File: src/rtl/core/fti_pkg.sv
// shared types and constants for the flow temperature curve interpolator
`timescale 1ns / 1ps

package fti_pkg;

	// table size and derived widths
	localparam int MaxPoints = 16;
	localparam int IdxW      = $clog2(MaxPoints);
	localparam int CntW      = $clog2(MaxPoints + 1);

	// field widths
	localparam int FlowW   = 16;
	localparam int TempW   = 14;
	localparam int EntryW  = FlowW + TempW;
	localparam int ProdW   = TempW + FlowW;
	localparam int CfgIdxW = 8;
	localparam int CfgDatW = 14;

	localparam logic [TempW-1:0] DefaultTempRst = TempW'(3200);
	localparam logic [TempW-1:0] TempMax        = {TempW{1'b1}};

	// configuration register indexes
	localparam logic [CfgIdxW-1:0] CfgCurveEnable = CfgIdxW'(0);
	localparam logic [CfgIdxW-1:0] CfgDefaultTemp = CfgIdxW'(1);

	typedef enum logic [1:0] {
		ACT_CLEAR  = 2'd0,
		ACT_APPEND = 2'd1,
		ACT_QUERY  = 2'd2,
		ACT_NONE   = 2'd3
	} action_t;

	typedef enum logic [2:0] {
		OUT_DEFAULT  = 3'd0,
		OUT_FIRST    = 3'd1,
		OUT_INTERP   = 3'd2,
		OUT_LAST     = 3'd3,
		OUT_CLEARED  = 3'd4,
		OUT_APPENDED = 3'd5,
		OUT_FULL     = 3'd6
	} outcome_t;

	typedef enum logic [2:0] {
		ST_IDLE,
		ST_FIRST,
		ST_WALK,
		ST_MUL,
		ST_DIV_START,
		ST_DIV_WAIT
	} state_t;

	// divider status toward the controller
	typedef struct packed {
		logic busy;
		logic done;
	} div_stat_t;

endpackage

File: src/rtl/core/fti_if.sv
// request and result channel interfaces
`timescale 1ns / 1ps

interface fti_req_if;
	logic                       valid;
	logic                       ready;
	logic [1:0]                 action;
	logic [fti_pkg::FlowW-1:0]  flow;
	logic [fti_pkg::TempW-1:0]  point_temp;

	modport source (output valid, output action, output flow, output point_temp, input ready);
	modport sink (input valid, input action, input flow, input point_temp, output ready);
endinterface

interface fti_rsp_if;
	logic                       valid;
	logic                       ready;
	logic [fti_pkg::TempW-1:0]  temperature;
	logic [2:0]                 outcome;

	modport source (output valid, output temperature, output outcome, input ready);
	modport sink (input valid, input temperature, input outcome, output ready);
endinterface

File: src/rtl/core/fti_div.sv
// bit-serial restoring divider, one quotient bit per cycle
`timescale 1ns / 1ps

module fti_div (
	input  logic                       clk,
	input  logic                       arst_n,
	input  logic                       start,
	input  logic [fti_pkg::ProdW-1:0]  dividend,
	input  logic [fti_pkg::FlowW-1:0]  divisor,
	output logic [fti_pkg::ProdW-1:0]  quotient,
	output fti_pkg::div_stat_t         stat
);

	localparam int StepW = $clog2(fti_pkg::ProdW + 1);

	logic [fti_pkg::ProdW-1:0] quo_q;
	logic [fti_pkg::FlowW-1:0] rem_q;
	logic [fti_pkg::FlowW-1:0] dvs_q;
	logic [StepW-1:0]          step_q;
	logic                      busy_q;
	logic                      done_q;
	logic [fti_pkg::FlowW:0]   trial;
	logic                      fits;

	// shift in the next dividend bit and try the subtraction
	always_comb begin
		trial = {rem_q, quo_q[fti_pkg::ProdW-1]};
		fits  = trial >= {1'b0, dvs_q};
	end

	// control
	always_ff @(posedge clk or negedge arst_n) begin
		if (!arst_n) begin
			busy_q <= 1'b0;
			done_q <= 1'b0;
			step_q <= '0;
		end else begin
			done_q <= 1'b0;
			if (start) begin
				busy_q <= 1'b1;
				step_q <= StepW'(fti_pkg::ProdW);
			end else if (busy_q) begin
				step_q <= step_q - StepW'(1);
				if (step_q == StepW'(1)) begin
					busy_q <= 1'b0;
					done_q <= 1'b1;
				end
			end
		end
	end

	// datapath
	always_ff @(posedge clk) begin
		if (start) begin
			quo_q <= dividend;
			rem_q <= '0;
			dvs_q <= divisor;
		end else if (busy_q) begin
			quo_q <= {quo_q[fti_pkg::ProdW-2:0], fits};
			rem_q <= fits ? fti_pkg::FlowW'(trial - {1'b0, dvs_q})
			              : trial[fti_pkg::FlowW-1:0];
		end
	end

	assign quotient  = quo_q;
	assign stat.busy = busy_q;
	assign stat.done = done_q;

endmodule

File: src/rtl/core/flow_temp_curve_interp.sv
// flow to temperature curve: point table in memory, walk and serial interpolation
// clear and append results pass the pending register, then the output register
// query: a default answer takes the same path; otherwise the first point is read,
// then one more read per table entry walked; interpolation adds the multiply, the
// divider start, 30 divider steps and done; one request at a time
// reset: curve disabled, default temp 3200, table empty, point entries undefined
`timescale 1ns / 1ps

module flow_temp_curve_interp (
	input  logic                          clk,
	input  logic                          arst_n,
	input  logic                          cfg_we,
	input  logic [fti_pkg::CfgIdxW-1:0]   cfg_idx,
	input  logic [fti_pkg::CfgDatW-1:0]   cfg_data,
	fti_req_if.sink                       req,
	fti_rsp_if.source                     rsp
);

	localparam int FW = fti_pkg::FlowW;
	localparam int TW = fti_pkg::TempW;

	// configuration
	logic          enable_q;
	logic [TW-1:0] default_temp_q;

	// point table
	logic [fti_pkg::EntryW-1:0] mem [fti_pkg::MaxPoints];
	logic [fti_pkg::EntryW-1:0] rd_q;
	logic [fti_pkg::CntW-1:0]   count_q;

	// query working registers
	fti_pkg::state_t          state_q, state_d;
	logic [FW-1:0]            q_q;
	logic [FW-1:0]            f0_q;
	logic [TW-1:0]            t0_q;
	logic [fti_pkg::IdxW-1:0] idx_q;
	logic                     neg_q;
	logic [TW-1:0]            dt_mag_q;
	logic [FW-1:0]            dq_q;
	logic [FW-1:0]            span_q;
	logic [fti_pkg::ProdW-1:0] prod_q;

	// result buffering
	logic          pend_valid_q;
	logic [TW-1:0] pend_temp_q;
	logic [2:0]    pend_outcome_q;
	logic          out_valid_q;
	logic [TW-1:0] out_temp_q;
	logic [2:0]    out_outcome_q;

	logic                      accept;
	logic                      move;
	logic                      rd_en;
	logic [fti_pkg::IdxW-1:0]  rd_addr;
	logic                      wr_en;
	logic                      res_load;
	logic [TW-1:0]             res_temp;
	fti_pkg::outcome_t         res_outcome;
	logic                      div_start;
	logic [fti_pkg::ProdW-1:0] div_quo;
	fti_pkg::div_stat_t        div_stat;
	logic [FW-1:0]             rd_flow;
	logic [TW-1:0]             rd_temp;
	logic                      at_last;
	logic signed [TW+2:0]      interp_sum;
	logic [TW-1:0]             interp_temp;

	assign rd_flow = rd_q[fti_pkg::EntryW-1:TW];
	assign rd_temp = rd_q[TW-1:0];
	assign accept  = req.valid && req.ready;
	assign req.ready = (state_q == fti_pkg::ST_IDLE) && !pend_valid_q;
	assign move    = pend_valid_q && (!out_valid_q || rsp.ready);
	assign wr_en   = accept && (fti_pkg::action_t'(req.action) == fti_pkg::ACT_APPEND)
	                 && (count_q < fti_pkg::CntW'(fti_pkg::MaxPoints));
	assign at_last = (fti_pkg::CntW'(idx_q) + fti_pkg::CntW'(1)) == count_q;

	// configuration writes
	always_ff @(posedge clk or negedge arst_n) begin
		if (!arst_n) begin
			enable_q       <= 1'b0;
			default_temp_q <= fti_pkg::DefaultTempRst;
		end else if (cfg_we) begin
			case (cfg_idx)
				fti_pkg::CfgCurveEnable: enable_q <= cfg_data[0];
				fti_pkg::CfgDefaultTemp: default_temp_q <= cfg_data[TW-1:0];
				default: ;
			endcase
		end
	end

	// table memory, one write and one registered read port
	always_ff @(posedge clk) begin
		if (wr_en) begin
			mem[count_q[fti_pkg::IdxW-1:0]] <= {req.flow, req.point_temp};
		end
		if (rd_en) begin
			rd_q <= mem[rd_addr];
		end
	end

	// point count
	always_ff @(posedge clk or negedge arst_n) begin
		if (!arst_n) begin
			count_q <= '0;
		end else if (accept && fti_pkg::action_t'(req.action) == fti_pkg::ACT_CLEAR) begin
			count_q <= '0;
		end else if (wr_en) begin
			count_q <= count_q + fti_pkg::CntW'(1);
		end
	end

	// interpolated temperature with saturation
	always_comb begin
		if (neg_q) begin
			interp_sum = $signed({3'b000, t0_q}) - $signed({3'b000, div_quo[TW-1:0]});
		end else begin
			interp_sum = $signed({3'b000, t0_q}) + $signed({3'b000, div_quo[TW-1:0]});
		end
		if (interp_sum < 0) begin
			interp_temp = '0;
		end else if (interp_sum > $signed({3'b000, fti_pkg::TempMax})) begin
			interp_temp = fti_pkg::TempMax;
		end else begin
			interp_temp = interp_sum[TW-1:0];
		end
	end

	// sequencer: next state, table reads and results
	always_comb begin
		state_d     = state_q;
		rd_en       = 1'b0;
		rd_addr     = '0;
		res_load    = 1'b0;
		res_temp    = '0;
		res_outcome = fti_pkg::OUT_DEFAULT;
		div_start   = 1'b0;
		case (state_q)
			fti_pkg::ST_IDLE: begin
				if (accept) begin
					case (fti_pkg::action_t'(req.action))
						fti_pkg::ACT_CLEAR: begin
							res_load    = 1'b1;
							res_outcome = fti_pkg::OUT_CLEARED;
						end
						fti_pkg::ACT_APPEND: begin
							res_load    = 1'b1;
							res_outcome = wr_en ? fti_pkg::OUT_APPENDED : fti_pkg::OUT_FULL;
						end
						fti_pkg::ACT_QUERY: begin
							if (!enable_q || count_q == '0) begin
								res_load    = 1'b1;
								res_temp    = default_temp_q;
								res_outcome = fti_pkg::OUT_DEFAULT;
							end else begin
								rd_en   = 1'b1;
								state_d = fti_pkg::ST_FIRST;
							end
						end
						default: ;
					endcase
				end
			end
			fti_pkg::ST_FIRST: begin
				if (count_q == fti_pkg::CntW'(1) || q_q < rd_flow) begin
					res_load    = 1'b1;
					res_temp    = rd_temp;
					res_outcome = fti_pkg::OUT_FIRST;
					state_d     = fti_pkg::ST_IDLE;
				end else begin
					rd_en   = 1'b1;
					rd_addr = fti_pkg::IdxW'(1);
					state_d = fti_pkg::ST_WALK;
				end
			end
			fti_pkg::ST_WALK: begin
				if (rd_flow >= q_q) begin
					if (rd_flow == f0_q) begin
						res_load    = 1'b1;
						res_temp    = t0_q;
						res_outcome = fti_pkg::OUT_INTERP;
						state_d     = fti_pkg::ST_IDLE;
					end else begin
						state_d = fti_pkg::ST_MUL;
					end
				end else if (at_last) begin
					res_load    = 1'b1;
					res_temp    = rd_temp;
					res_outcome = fti_pkg::OUT_LAST;
					state_d     = fti_pkg::ST_IDLE;
				end else begin
					rd_en   = 1'b1;
					rd_addr = idx_q + fti_pkg::IdxW'(1);
				end
			end
			fti_pkg::ST_MUL: begin
				state_d = fti_pkg::ST_DIV_START;
			end
			fti_pkg::ST_DIV_START: begin
				div_start = 1'b1;
				state_d   = fti_pkg::ST_DIV_WAIT;
			end
			fti_pkg::ST_DIV_WAIT: begin
				if (div_stat.done) begin
					res_load    = 1'b1;
					res_temp    = interp_temp;
					res_outcome = fti_pkg::OUT_INTERP;
					state_d     = fti_pkg::ST_IDLE;
				end
			end
			default: begin
				state_d = fti_pkg::ST_IDLE;
			end
		endcase
	end

	// state register
	always_ff @(posedge clk or negedge arst_n) begin
		if (!arst_n) begin
			state_q <= fti_pkg::ST_IDLE;
		end else begin
			state_q <= state_d;
		end
	end

	// query datapath registers
	always_ff @(posedge clk) begin
		case (state_q)
			fti_pkg::ST_IDLE: begin
				if (accept) begin
					q_q <= req.flow;
				end
			end
			fti_pkg::ST_FIRST: begin
				f0_q  <= rd_flow;
				t0_q  <= rd_temp;
				idx_q <= fti_pkg::IdxW'(1);
			end
			fti_pkg::ST_WALK: begin
				if (rd_flow >= q_q) begin
					neg_q    <= rd_temp < t0_q;
					dt_mag_q <= (rd_temp < t0_q) ? t0_q - rd_temp : rd_temp - t0_q;
					dq_q     <= q_q - f0_q;
					span_q   <= rd_flow - f0_q;
				end else begin
					f0_q  <= rd_flow;
					t0_q  <= rd_temp;
					idx_q <= idx_q + fti_pkg::IdxW'(1);
				end
			end
			fti_pkg::ST_MUL: begin
				prod_q <= {{(fti_pkg::ProdW-TW){1'b0}}, dt_mag_q}
				          * {{(fti_pkg::ProdW-FW){1'b0}}, dq_q};
			end
			default: ;
		endcase
	end

	fti_div u_div (
		.clk      (clk),
		.arst_n   (arst_n),
		.start    (div_start),
		.dividend (prod_q),
		.divisor  (span_q),
		.quotient (div_quo),
		.stat     (div_stat)
	);

	// pending result and output register
	always_ff @(posedge clk or negedge arst_n) begin
		if (!arst_n) begin
			pend_valid_q <= 1'b0;
			out_valid_q  <= 1'b0;
		end else begin
			if (res_load) begin
				pend_valid_q <= 1'b1;
			end else if (move) begin
				pend_valid_q <= 1'b0;
			end
			if (move) begin
				out_valid_q <= 1'b1;
			end else if (rsp.ready) begin
				out_valid_q <= 1'b0;
			end
		end
	end

	always_ff @(posedge clk) begin
		if (res_load) begin
			pend_temp_q    <= res_temp;
			pend_outcome_q <= res_outcome;
		end
		if (move) begin
			out_temp_q    <= pend_temp_q;
			out_outcome_q <= pend_outcome_q;
		end
	end

	assign rsp.valid       = out_valid_q;
	assign rsp.temperature = out_temp_q;
	assign rsp.outcome     = out_outcome_q;

endmodule
File: src/flat_wrapper.sv
// flat-port wrapper written by rule: the top's interface ports become plain ports
module flow_temp_curve_interp_flat 
  (clk, arst_n, cfg_we, cfg_idx, cfg_data, req_valid, req_action, req_flow, req_point_temp, req_ready, rsp_valid, rsp_temperature, rsp_outcome, rsp_ready);
  fti_req_if req_i ();
  fti_rsp_if rsp_i ();
  input  logic clk;
  input  logic arst_n;
  input  logic cfg_we;
  input  logic [fti_pkg::CfgIdxW-1:0] cfg_idx;
  input  logic [fti_pkg::CfgDatW-1:0] cfg_data;
  input wire logic [$bits(req_i.valid)-1:0] req_valid;
  input wire logic [$bits(req_i.action)-1:0] req_action;
  input wire logic [$bits(req_i.flow)-1:0] req_flow;
  input wire logic [$bits(req_i.point_temp)-1:0] req_point_temp;
  output wire logic [$bits(req_i.ready)-1:0] req_ready;
  output wire logic [$bits(rsp_i.valid)-1:0] rsp_valid;
  output wire logic [$bits(rsp_i.temperature)-1:0] rsp_temperature;
  output wire logic [$bits(rsp_i.outcome)-1:0] rsp_outcome;
  input wire logic [$bits(rsp_i.ready)-1:0] rsp_ready;
  assign req_i.valid = req_valid;
  assign req_i.action = req_action;
  assign req_i.flow = req_flow;
  assign req_i.point_temp = req_point_temp;
  assign req_ready = req_i.ready;
  assign rsp_valid = rsp_i.valid;
  assign rsp_temperature = rsp_i.temperature;
  assign rsp_outcome = rsp_i.outcome;
  assign rsp_i.ready = rsp_ready;
  flow_temp_curve_interp u_core (.clk(clk), .arst_n(arst_n), .cfg_we(cfg_we), .cfg_idx(cfg_idx), .cfg_data(cfg_data), .req(req_i), .rsp(rsp_i));
endmodule
File: config.mk
export PLATFORM = sky130hd
export DESIGN_NAME = flow_temp_curve_interp_flat
export DESIGN_NICKNAME = d
export VERILOG_FILES = /design/src/rtl/core/fti_pkg.sv /design/src/rtl/core/fti_if.sv /design/src/rtl/core/fti_div.sv /design/src/rtl/core/flow_temp_curve_interp.sv /design/src/flat_wrapper.sv
export SDC_FILE = /design/constraint.sdc
export NUM_CORES = 2
export LEC_CHECK = 0
export BUFFER_PORTS_ARGS = -buffer_cell sky130_fd_sc_hd__clkbuf_2
export CORE_MARGIN = 3
export CORE_UTILIZATION = 60
export CTS_BUF_LIST = sky130_fd_sc_hd__clkbuf_2 sky130_fd_sc_hd__clkbuf_4 sky130_fd_sc_hd__clkbuf_8
export DETAILED_ROUTE_END_ITERATION = 7
export PLACE_DENSITY = 0.77
export SYNTH_ARGS = -nofsm -noshare
export SYNTH_HDL_FRONTEND = slang
export SYNTH_SLANG_ARGS = --single-unit
export TNS_END_PERCENT = 10
File: constraint.sdc
create_clock -name clk -period 7.1 [get_ports clk]
set_input_delay 0.71 -clock clk [delete_from_list [all_inputs] [get_ports clk]]
set_output_delay 0.71 -clock clk [all_outputs]
set_load 0.02 [all_outputs]
==> out/results.tsv <==
metric	value	unit
start_util	60.9	%
arrival	7.28	ns
critical_path_class	reg2reg	
period_minus_slack	6.79	ns
clockBufferDepth	3	
ant_nets	0	
grt_pass1_wl	146000	um
synth.distinct_cells	77	
grtUsageTotal	26.6	%
syn_area_per_cell	12.7	um2
io_buffers	77	
drt_iter0_markers	2342	
ys_seq_area_share	55.1	%
drv_slew	0	
cts_tree	yes	
status	complete, no violations	
rsz0062_at_grt	false	
rows	95	
fp.dieW	268	um
finalCoreUtilization	66.3	%
crit_path_end_kind	flop	
vias_per_cell	5.94	
root_buffer	clkbuf_8	
overflow	0	
yosysTopAreaCell	edfxtp_1	
max_freq	147	MHz
top_level_ports	78	
setup_viol	0	
area_delta_synth_final	8.85	%
ys.flop_type	edfxtp_1	
first_global_vias	25923	
maxCapViolations	0	
antenna_found_initial	5	
multi_input_area	0.0167	mm2
routabilityCongestion	0.936	
clock_sinks	765	
fillers	4867	
core	0.0675	mm2
ctsHoldBuffers	0	
clk_pin_slew	0.06	ns
period_share	95.7	%
wl_per_cell	22.1	um
ys_seq_elements	765	
drive_above_1_share	10.9	%
die_area	0.0717	mm2
cts_made_buffers	116	
synth_fp_nets	3682	
grt_start_max_net_pins	135	
worstSetupStartpointType	flop	
worstPathMaxFanout	10	
synth_edf_count	717	
clk-insertion-delay-late	0.77	ns
finClkSkew	0.0390	ns
worstMarginPinSlew	1.20	ns
finalHoldViolCount	0	
dp.final_hpwl	62500	um
cp.required	7.59	ns
yosys-top-cells-area	edfxtp_1 52%, fa_1 8.4%, ha_1 6.6%, mux2i_1 6.1%, inv_1 3.0%	
synth_top_area_share	52.3	%
num_vias	25584	
die_h	268	um
async_reset_ff_share	4.18	%
yosys_warnings	0	
nets	3789	
dr.pass1.iters	6	
tns	0	ns
synth_cells	3233	
drc	0	
h-tree-depth	3	
routed_wl	95200	um
register_area	0.0227	mm2
hold_class	in2async	
slew_headroom	19.8	%
netlist_area	0.0411	mm2
==> logic make-up (layout without fill, tap and decap cells) <==
group                      after synthesis  count (layout)  synth area share [%]
xor gates and xnor gates                87              87                  1.89
other                                    0               3                     0
buffers and inverters                  461             662                  4.54
adders and majority gates              390             390                  15.0
and+or+nand+nor                        745             745                  8.91
DFF                                    765             765                  55.1
muxes                                  265             265                  6.50
AOI/OAI and AO/OA                      520             520                  8.10
==> sequential cells by signal (all words and copies together) (netlist names), 14 cells and up <==
register	cells
u_core.pend_temp_q	14
u_core.u_div.quotient	30
u_core.u_div.rem_q	16
u_core.mem	480
u_core.q_q	16
u_core.rd_q	30
u_core.prod_q	30
u_core.u_div.dvs_q	16
u_core.dt_mag_q	14
u_core.rsp.temperature	14
u_core.default_temp_q	14
u_core.dq_q	16
u_core.span_q	16
u_core.f0_q	16
u_core.t0_q	14
==> routing by layer <==
| metal | vias to the layer above | wire [um] | global-route usage, % |
|---|---|---|---|
| li1 | 11832 | - | - |
| met2 | 877 | 46100 | 44.3 |
| met1 | 12644 | 39500 | 35.6 |
| met5 | - | 40 | 0 |
| met4 | 6 | 3080 | 8.92 |
| met3 | 225 | 6500 | 4.98 |
==> repair_timing <==
item / CTS / global route
setup endpoints to repair: 0 / 4
setup buffers: 0 / 1
resized for setup: 0 / 3
==> synthesized netlist by cell type, types with 16 or more instances <==
| cell type | count |
|---|---|
| ha_1 | 218 |
| dfxtp_1 | 16 |
| nand2_1 | 275 |
| nor3_1 | 39 |
| dfrtp_1 | 29 |
| mux2i_1 | 249 |
| a22o_1 | 17 |
| nand2b_1 | 20 |
| inv_1 | 326 |
| a21o_1 | 28 |
| nor2b_1 | 28 |
| nand3_1 | 31 |
| or4_1 | 28 |
| o21ai_0 | 79 |
| xnor2_1 | 60 |
| fa_1 | 172 |
| xor2_1 | 26 |
| edfxtp_1 | 717 |
| a21oi_1 | 115 |
| a211oi_1 | 25 |
| and2_1 | 122 |
| or3_1 | 16 |
| o22ai_1 | 126 |
| clkbuf_1 | 99 |
| and3_1 | 18 |
| nor2_1 | 119 |
| mux2_2 | 16 |
==> metrics by stage <==
stage                     instances  area [um2]  setup slack, ns  hold WS (ns)
after floorplan                3233       41100            0.776         0.400
final                          4310       44800            0.308        0.0838
after detailed placement       4094       42400           0.0772         0.405
after global placement         4094       42400            0.279         0.404
after CTS                      4306       44800           0.0474        0.0582
after global routing           4307       44800           0.0223         0.109
==> final timing paths <==
path                               startpoint                       end  slack [ns]  depth (start not counted)
max                        u_core.dt_mag_q[2]         u_core.prod_q[29]        0.31                         24
min                                    arst_n  u_core.default_temp_q[4]        0.08                          1
max reg2reg                u_core.dt_mag_q[2]         u_core.prod_q[29]        0.31                         24
min reg2reg                  u_core.span_q[7]     u_core.u_div.dvs_q[7]        0.41                          0
max in group asynchronous              arst_n    u_core.u_div.step_q[4]        6.45                          1
min in group clk                  cfg_data[3]  u_core.default_temp_q[3]        0.20                          2
==> final cells by class <==
type | instances | area share [%]
flip-flops and latches | 765 | 50.6
multi-input cells | 2007 | 37.3
clock buffers | 163 | 4.38
inverters | 328 | 2.75
well taps | 873 | 2.44
repair buffers | 122 | 1.64
clock inverters | 49 | 0.855
diodes | 3 | 0.0168
==> placed cells by master (no fill, tap or decap), types with 15 or more instances in the layout <==
cell      netlist  routed
edfxtp_1      717     717
clkinv_2        0      15
o21ai_0        79      79
xor2_1         26      26
inv_1         326     326
clkinv_1        0      23
nand2_1       275     275
a21o_1         28      28
mux2_2         16      16
dfxtp_1        16      16
o22ai_1       126     125
a22o_1         17      17
clkbuf_2        0      77
and2_1        122     114
nand2b_1       20      20
and3_1         18      17
mux2i_1       249     249
nand4_1        15      15
a21oi_1       115     114
xnor2_1        60      60
nor2b_1        28      28
a211oi_1       25      24
or3_1          16      16
clkbuf_8        0     118
buf_4           2      44
nor2_1        119     115
fa_1          172     172
nor3_1         39      38
ha_1          218     218
dfrtp_1        29      29
or4_1          28      28
nand3_1        31      31
clkbuf_4        0      45
==> worst max-delay path, cell delays in order (launching register included) <==
cell and delay [ns]:
edfxtp_1 0.51, and2_1 0.23, fa_1 0.54, inv_1 0.05
fa_1 0.47, inv_1 0.05, fa_1 0.51, inv_1 0.06
fa_1 0.53, inv_1 0.05, fa_1 0.47, inv_1 0.05
fa_1 0.47, inv_1 0.04, ha_1 0.35, and3_1 0.20
and3_1 0.20, a2111oi_1 0.44, buf_4 0.19, o21ai_1 0.14
a311oi_2 0.33, o41ai_2 0.14, a211o_1 0.29, a21oi_1 0.17
xnor2_1 0.08
Power is left out: the tool's default activity adds up to more than one toggle a clock period on the data nets, which glitch-free logic cannot reach.
